### config.mk
export PLATFORM = sky130hd
export DESIGN_NAME = ordered_list_engine_unit
export DESIGN_NICKNAME = d
export VERILOG_FILES = /design/src/design/olist_pkg.sv /design/src/design/olist_cell.sv /design/src/design/ordered_list_engine_unit.sv
export SDC_FILE = /design/constraint.sdc
export NUM_CORES = 2
export LEC_CHECK = 0
export ABC_AREA = 0
export BUFFER_PORTS_ARGS = -buffer_cell sky130_fd_sc_hd__buf_2
export CELL_PAD_IN_SITES_DETAIL_PLACEMENT = 0
export CELL_PAD_IN_SITES_GLOBAL_PLACEMENT = 1
export CORE_UTILIZATION = 33
export CTS_BUF_LIST = sky130_fd_sc_hd__clkbuf_4 sky130_fd_sc_hd__clkbuf_8
export CTS_CLUSTER_DIAMETER = 100
export DETAILED_ROUTE_END_ITERATION = 6
export MAX_ROUTING_LAYER = met4
export PLACE_DENSITY = 0.62
export REMOVE_ABC_BUFFERS = 1
export SLEW_MARGIN = 30
export SYNTH_ARGS = -nofsm -noshare
export SYNTH_HDL_FRONTEND = slang
export SYNTH_SLANG_ARGS = --single-unit
### constraint.sdc
create_clock -name clk_i -period 7.05 [get_ports clk_i]
set_clock_uncertainty 0.15 [all_clocks]
set_input_delay 1.0575 -clock clk_i [delete_from_list [all_inputs] [get_ports clk_i]]
set_output_delay 1.0575 -clock clk_i [all_outputs]
set_load 0.05 [all_outputs]
### src/design/olist_pkg.sv
`default_nettype none

package olist_pkg;

  // fixed field widths
  localparam int unsigned DATA_W   = 32;
  localparam int unsigned KIND_W   = 3;
  localparam int unsigned POS_W    = 5;
  localparam int unsigned RPOS_W   = 4;
  localparam int unsigned CNT_W    = 5;

  // default list depth
  localparam int unsigned CAPACITY = 16;

  // request kinds
  typedef enum logic [KIND_W-1:0] {
    KIND_APPEND  = 3'd0,
    KIND_INSERT  = 3'd1,
    KIND_FIND    = 3'd2,
    KIND_READ    = 3'd3,
    KIND_DEL_VAL = 3'd4,
    KIND_DEL_POS = 3'd5
  } olist_kind_e;

  // sequencer states
  typedef enum logic {
    ST_IDLE,
    ST_APPLY
  } olist_state_e;

  // per-cycle command broadcast to every cell
  typedef struct packed {
    logic ins;        // open a slot at pos and write the new value
    logic del;        // close a slot, entries above move down
    logic by_match;   // delete slot is the first match instead of pos
  } olist_op_t;

endpackage

`default_nettype wire

### src/design/olist_cell.sv
`default_nettype none

module olist_cell #(
  parameter int unsigned IDX = 0,
  parameter int unsigned XW  = 5
) (
  input  wire logic                         clk_i,
  input  wire logic                         cmp_en_i,
  input  wire logic [olist_pkg::DATA_W-1:0] cmp_value_i,
  input  wire logic [XW-1:0]                count_i,
  input  wire olist_pkg::olist_op_t         op_i,
  input  wire logic [XW-1:0]                pos_i,
  input  wire logic [olist_pkg::DATA_W-1:0] ins_value_i,
  input  wire logic [olist_pkg::DATA_W-1:0] prev_entry_i,
  input  wire logic [olist_pkg::DATA_W-1:0] next_entry_i,
  input  wire logic                         seen_i,
  output logic                              seen_o,
  output logic                              first_o,
  output logic [olist_pkg::DATA_W-1:0]      entry_o,
  output logic [olist_pkg::DATA_W-1:0]      rd_o
);

  localparam logic [XW-1:0] MyIdx = XW'(IDX);

  logic [olist_pkg::DATA_W-1:0] entry_q, entry_d;
  logic                         match_q;
  logic                         occupied;
  logic                         at_pos;
  logic                         above_pos;
  logic                         shift_down;

  assign occupied  = MyIdx < count_i;
  assign at_pos    = MyIdx == pos_i;
  assign above_pos = MyIdx > pos_i;

  // match chain: seen_o is set once any cell at or below this one matched
  assign seen_o  = seen_i | match_q;
  assign first_o = match_q & ~seen_i;

  assign shift_down = op_i.by_match ? seen_o : (at_pos | above_pos);

  // next entry: take the lower neighbor on insert, the upper on delete
  always_comb begin
    entry_d = entry_q;
    if (op_i.ins) begin
      if (at_pos) begin
        entry_d = ins_value_i;
      end else if (above_pos) begin
        entry_d = prev_entry_i;
      end
    end else if (op_i.del && shift_down) begin
      entry_d = next_entry_i;
    end
  end

  always_ff @(posedge clk_i) begin
    entry_q <= entry_d;
  end

  // compare against the incoming word while the list is at rest
  always_ff @(posedge clk_i) begin
    if (cmp_en_i) begin
      match_q <= occupied && (entry_q == cmp_value_i);
    end
  end

  assign entry_o = entry_q;
  assign rd_o    = at_pos ? entry_q : '0;

endmodule

`default_nettype wire

### src/design/ordered_list_engine_unit.sv
`default_nettype none

// Ordered list of signed 32-bit values, at most CAPACITY entries, kept packed
// from position 0 upward in a row of cells.
// Request channel: kind_i, item_value_i and position_i are taken at a rising
// edge where start_i is high and busy_o is low. On that edge every cell
// compares its entry with item_value_i and registers the match.
// The next cycle (busy_o high) resolves the first match along the cell chain,
// moves entries up or down by one cell and updates the count.
// Result channel: valid_o is high for exactly one cycle, the cycle right after
// the busy cycle, with ok_o, result_position_o, result_value_o and entry_count_o.
// The receiver cannot stall; a result not taken in that cycle is gone.
// A new request is not taken while busy_o is high; the busy cycle holds the
// priority chain across all cells plus the shift.
// A new request may be accepted in the same cycle a result is shown.
// Reset clears the count and the strobe; entry storage is not cleared and
// positions at or above the count are never read.
module ordered_list_engine_unit #(
  parameter int unsigned CAPACITY = olist_pkg::CAPACITY
) (
  input  wire logic                                clk_i,
  input  wire logic                                rst_ni,
  input  wire logic                                start_i,
  output logic                                     busy_o,
  input  wire logic [olist_pkg::KIND_W-1:0]        kind_i,
  input  wire logic signed [olist_pkg::DATA_W-1:0] item_value_i,
  input  wire logic [olist_pkg::POS_W-1:0]         position_i,
  output logic                                     valid_o,
  output logic                                     ok_o,
  output logic [olist_pkg::RPOS_W-1:0]             result_position_o,
  output logic signed [olist_pkg::DATA_W-1:0]      result_value_o,
  output logic [olist_pkg::CNT_W-1:0]              entry_count_o
);

  localparam int unsigned CW = $clog2(CAPACITY + 1);
  localparam int unsigned IW = $clog2(CAPACITY);
  localparam int unsigned XW = (CW > olist_pkg::POS_W) ? CW : olist_pkg::POS_W;
  localparam logic [CW-1:0] CapLimit = CW'(CAPACITY);

  olist_pkg::olist_state_e state_q, state_d;
  olist_pkg::olist_kind_e  kind_q;
  logic [olist_pkg::DATA_W-1:0] value_q;
  logic [XW-1:0]           pos_q;
  logic [CW-1:0]           count_q, count_d;
  logic [XW-1:0]           count_x;

  logic accept;
  logic apply;

  logic                         valid_q;
  logic                         ok_q;
  logic [olist_pkg::RPOS_W-1:0] rpos_q;
  logic [olist_pkg::DATA_W-1:0] rval_q;

  // cell chain wiring
  logic [olist_pkg::DATA_W-1:0] entry [CAPACITY];
  logic [olist_pkg::DATA_W-1:0] rd    [CAPACITY];
  logic [CAPACITY:0]            seen;
  logic [CAPACITY-1:0]          first;
  olist_pkg::olist_op_t         op;

  logic                         found;
  logic [IW-1:0]                match_pos;
  logic [olist_pkg::DATA_W-1:0] rd_word;
  logic                         ins_ok;
  logic                         pos_in_range;
  logic                         ok_d;
  logic [XW-1:0]                rpos_x;
  logic [olist_pkg::DATA_W-1:0] rval_d;

  assign count_x = XW'(count_q);

  // next state
  always_comb begin
    state_d = state_q;
    case (state_q)
      olist_pkg::ST_IDLE: begin
        if (start_i) begin
          state_d = olist_pkg::ST_APPLY;
        end
      end
      olist_pkg::ST_APPLY: state_d = olist_pkg::ST_IDLE;
      default:             state_d = olist_pkg::ST_IDLE;
    endcase
  end

  // state outputs
  always_comb begin
    busy_o = 1'b0;
    apply  = 1'b0;
    case (state_q)
      olist_pkg::ST_IDLE:  busy_o = 1'b0;
      olist_pkg::ST_APPLY: begin
        busy_o = 1'b1;
        apply  = 1'b1;
      end
      default:             busy_o = 1'b0;
    endcase
  end

  assign accept = start_i & ~busy_o;

  always_ff @(posedge clk_i or negedge rst_ni) begin
    if (!rst_ni) begin
      state_q <= olist_pkg::ST_IDLE;
    end else begin
      state_q <= state_d;
    end
  end

  // request capture; append targets the current end of the list
  always_ff @(posedge clk_i) begin
    if (accept) begin
      kind_q  <= olist_pkg::olist_kind_e'(kind_i);
      value_q <= item_value_i;
      if (olist_pkg::olist_kind_e'(kind_i) == olist_pkg::KIND_APPEND) begin
        pos_q <= count_x;
      end else begin
        pos_q <= XW'(position_i);
      end
    end
  end

  // row of cells
  assign seen[0] = 1'b0;

  for (genvar i = 0; i < CAPACITY; i++) begin : g_cell
    logic [olist_pkg::DATA_W-1:0] prev_w;
    logic [olist_pkg::DATA_W-1:0] next_w;

    if (i == 0) begin : g_first
      assign prev_w = '0;
    end else begin : g_mid_lo
      assign prev_w = entry[i-1];
    end

    if (i == CAPACITY - 1) begin : g_last
      assign next_w = '0;
    end else begin : g_mid_hi
      assign next_w = entry[i+1];
    end

    olist_cell #(
      .IDX (i),
      .XW  (XW)
    ) u_cell (
      .clk_i        (clk_i),
      .cmp_en_i     (accept),
      .cmp_value_i  (item_value_i),
      .count_i      (count_x),
      .op_i         (op),
      .pos_i        (pos_q),
      .ins_value_i  (value_q),
      .prev_entry_i (prev_w),
      .next_entry_i (next_w),
      .seen_i       (seen[i]),
      .seen_o       (seen[i+1]),
      .first_o      (first[i]),
      .entry_o      (entry[i]),
      .rd_o         (rd[i])
    );
  end

  assign found = seen[CAPACITY];

  // first match position and read word, both from one-hot cell outputs
  always_comb begin
    match_pos = '0;
    rd_word   = '0;
    for (int i = 0; i < CAPACITY; i++) begin
      if (first[i]) begin
        match_pos = match_pos | IW'(i);
      end
      rd_word = rd_word | rd[i];
    end
  end

  assign ins_ok       = (count_q < CapLimit) && (pos_q <= count_x);
  assign pos_in_range = pos_q < count_x;

  // decide the request outcome during the apply cycle
  always_comb begin
    op       = '0;
    ok_d     = 1'b0;
    rpos_x   = '0;
    rval_d   = '0;
    count_d  = count_q;
    case (kind_q)
      olist_pkg::KIND_APPEND, olist_pkg::KIND_INSERT: begin
        if (ins_ok) begin
          ok_d    = 1'b1;
          rpos_x  = pos_q;
          op.ins  = 1'b1;
          count_d = count_q + CW'(1);
        end
      end
      olist_pkg::KIND_FIND: begin
        if (found) begin
          ok_d   = 1'b1;
          rpos_x = XW'(match_pos);
        end
      end
      olist_pkg::KIND_READ: begin
        if (pos_in_range) begin
          ok_d   = 1'b1;
          rpos_x = pos_q;
          rval_d = rd_word;
        end
      end
      olist_pkg::KIND_DEL_VAL: begin
        if (found) begin
          ok_d        = 1'b1;
          rpos_x      = XW'(match_pos);
          op.del      = 1'b1;
          op.by_match = 1'b1;
          count_d     = count_q - CW'(1);
        end
      end
      olist_pkg::KIND_DEL_POS: begin
        if (pos_in_range) begin
          ok_d    = 1'b1;
          rpos_x  = pos_q;
          op.del  = 1'b1;
          count_d = count_q - CW'(1);
        end
      end
      default: ok_d = 1'b0;
    endcase
    if (!apply) begin
      op      = '0;
      count_d = count_q;
    end
  end

  // count and result strobe
  always_ff @(posedge clk_i or negedge rst_ni) begin
    if (!rst_ni) begin
      count_q <= '0;
      valid_q <= 1'b0;
    end else begin
      count_q <= count_d;
      valid_q <= apply;
    end
  end

  // result word
  always_ff @(posedge clk_i) begin
    if (apply) begin
      ok_q   <= ok_d;
      rpos_q <= rpos_x[olist_pkg::RPOS_W-1:0];
      rval_q <= rval_d;
    end
  end

  assign valid_o           = valid_q;
  assign ok_o              = ok_q;
  assign result_position_o = rpos_q;
  assign result_value_o    = rval_q;
  assign entry_count_o     = count_x[olist_pkg::CNT_W-1:0];

endmodule

`default_nettype wire

==> run metrics <==
area of the die between 100000 and 150000 um^2; Via density between 6 and 7; layout cells sized above 1 about an eighth; port bufs 86; GP Congestion between 1 and 1.5; TritonCTS clock tree built; post-layout util between 30% and 40%; Cell Area, Synth around 40000 um^2; Post-Syn Instances around 4200; Synth Area per Inst 9.38 um^2; CTS Buf Count 120; placed insts about 5500; crit end category flop; Max IR drop VDD 457 uV; slew margin rel. a little over a fifth; R2R Setup Slk about 2300 ps; clk_lat worst skew 900 ps; router iterations before antenna repair 6; row cnt roughly 130; total global routing overflow 0; total power 11.0 mW; Finish-stage setup viols 0; Synth async-reset ratio under 10%; # Max-Cap Violations 0; FMAX 212 MHz; largest net degree at the start of global routing 187; Critical Path End g_cell[8].u_cell.entry_o[6]; worst-path fanout max 180; Non-Filler Cell Area, Final ~44000 um^2; Worst Tran Pin Value 1170 ps; Total Wirelength 224 mm; element type at the critical path start flop; vias in the first global route 34300; switching share of power a little under two fifths; Area Overhead vs Synth 11.0%; top_reg_cell synth edfxtp_1; clk slew on worst S/H paths 60 ps; antenna violations before repair 14; Worst Hold Slack about 200 ps; critical path arrival roughly 5300 ps; WL per Instance 39.1 um; Die Y about 350 um; Seq pwr share between 40% and 50%; combinational fraction of design power 24.0%; Fill cells 12000; final worst setup slack roughly 2300 ps; Tmin final approximately 4700 ps; period utilization approximately two thirds; Boundary Pins 87; dpl ws between 2000 and 3000 ps; Hold WC Path Type in2reg; FF+latch count, synth between 600 and 700; Yosys Warn Count 0; first-pass GRT wire length 303 mm; effective utilization at floorplan between 30% and 40%; Switch Pwr ~4 mW; clk sink count 612; vias 38000; Placed Area between 40000 and 50000 um^2; critical path type reg2reg; post-synth cell types 62; Nets between 4000 and 5000; clock share of power 35.2%; status finished, final reports clean; DRT iter0 DRCs 7060; clock tree root driver cell clkbuf_8; commonest cells after routing, fill and taps aside 871 x nand2_1, 605 x edfxtp_1, 525 x a21oi_1; max-slew violation count 0; reg2reg start entry_count_o[4]; unrepaired setup endpoints after global routing false; Die Wd roughly 350 um; hold path depth 1; register area share after synthesis between 40% and 50%; Total GRT Usage 37.1%; Pint about 7 mW; EDFF count, synth a little over 600; commonest non-fill, non-tap cell in the layout nand2_1; Antenna Violating Nets Remaining 0; R2R cell count 10; H-tree Lvls 3; Post-route DRC 0; Critical Path RT 7580 ps; setup TNS 0 ps; Pwr Density about 250 nW/um^2; final std cells w/o fill 5735; Leak roughly 15 nW; Post-DP HPWL approximately 140 mm; r2r endpoint g_cell[8].u_cell.entry_o[6]; CTS max path bufs 3; start point of the critical path entry_count_o[4]; number of hold violations in the final report 0; core box area roughly 120000 um^2
## routing by layer
metal | global-route usage, % | routed length, um
met1 | 48.6 | 86600
met2 | 51.0 | 92100
met3 | 9.88 | 30100
met4 | 21.4 | 15300
met5 | - | 0
## critical path, stage by stage, from the launching register on
cell	delay [ps]
dfrtp_1	760
inv_1	290
ha_1	360
and3_1	240
o21ai_1	270
a32o_4	260
buf_12	720
buf_12	360
buf_16	520
a21oi_1	160
a31oi_1	200
## Yosys cell counts (16+ instances only)
| cell | instances | area [um^2] |
|---|---|---|
| nand2_1 | 885 | 3320 |
| edfxtp_1 | 605 | 18200 |
| a21oi_1 | 525 | 2630 |
| a31oi_1 | 417 | 2610 |
| xor2_1 | 334 | 2930 |
| clkbuf_1 | 242 | 908 |
| xnor2_1 | 182 | 1590 |
| buf_2 | 105 | 526 |
| nor4_1 | 99 | 619 |
| a22oi_1 | 98 | 736 |
| mux2_2 | 67 | 754 |
| a221oi_1 | 64 | 561 |
| a22o_1 | 64 | 561 |
| nand4_1 | 56 | 350 |
| and3_1 | 55 | 344 |
| nor2_1 | 54 | 203 |
| buf_4 | 46 | 345 |
| inv_1 | 46 | 173 |
| mux2i_1 | 34 | 340 |
| nand3_1 | 31 | 155 |
| buf_1 | 21 | 78.8 |
| a2111oi_0 | 18 | 158 |
| and4_1 | 17 | 149 |
| nor3_1 | 16 | 80.1 |
## layout make-up
class	count	area [um^2]	share of cell area (%)
Sequential cell	612	18300	42.0
Multi-Input combinational cell	3118	19400	44.3
Clock inverter	51	343	0.784
Inverter	46	173	0.395
Antenna cell	14	35.0	0.0802
Clock buffer	174	2110	4.82
Timing Repair Buffer	184	1400	3.20
Tap cell	1536	1920	4.40
## cells by family after synthesis
family | Yosys count | share of synthesized area, %
compound gates | 1233 | 19.3
xor+xnor | 516 | 11.5
fa+ha+maj | 8 | 0.254
buf+inv | 468 | 5.39
flops | 612 | 46.6
mux | 103 | 2.84
simple gates | 1258 | 14.2
## state kept, by name (all words and copies together), names as in the netlist
name,count
valid_o,1
g_cell.u_cell.match_q,16
g_cell.u_cell.entry_o,512
state_q,1
result_value_o,32
pos_q,5
entry_count_o,5
result_position_o,4
value_q,32
kind_q,3
ok_o,1
## repair_timing
action | CTS | global route
hold buffers | 1 | 0
buffers inserted | 0 | 0
hold endpoints to repair | 7 | 0
gates resized for setup | 0 | 0
## power by group through the flow
stage	logic (mW)	registers, mW	clock network (mW)
floorplan	1.20	4.54	0
global placement	2.47	4.54	0
detailed placement	2.47	4.55	0
CTS	2.48	4.47	3.90
global route	2.65	4.50	4.02
finish	2.64	4.49	3.87
## how the worst min path moves through the flow
stage / startpoint / endpoint
after floorplan: g_cell[4].u_cell.entry_o[24] / g_cell[3].u_cell.entry_o[24]
after global placement: state_q / valid_o
after detailed placement: state_q / valid_o
after CTS: kind_i[0] / kind_q[0]
after global routing: kind_i[0] / kind_q[0]
final: kind_i[0] / kind_q[0]
Power figures use the tool's default switching activity.
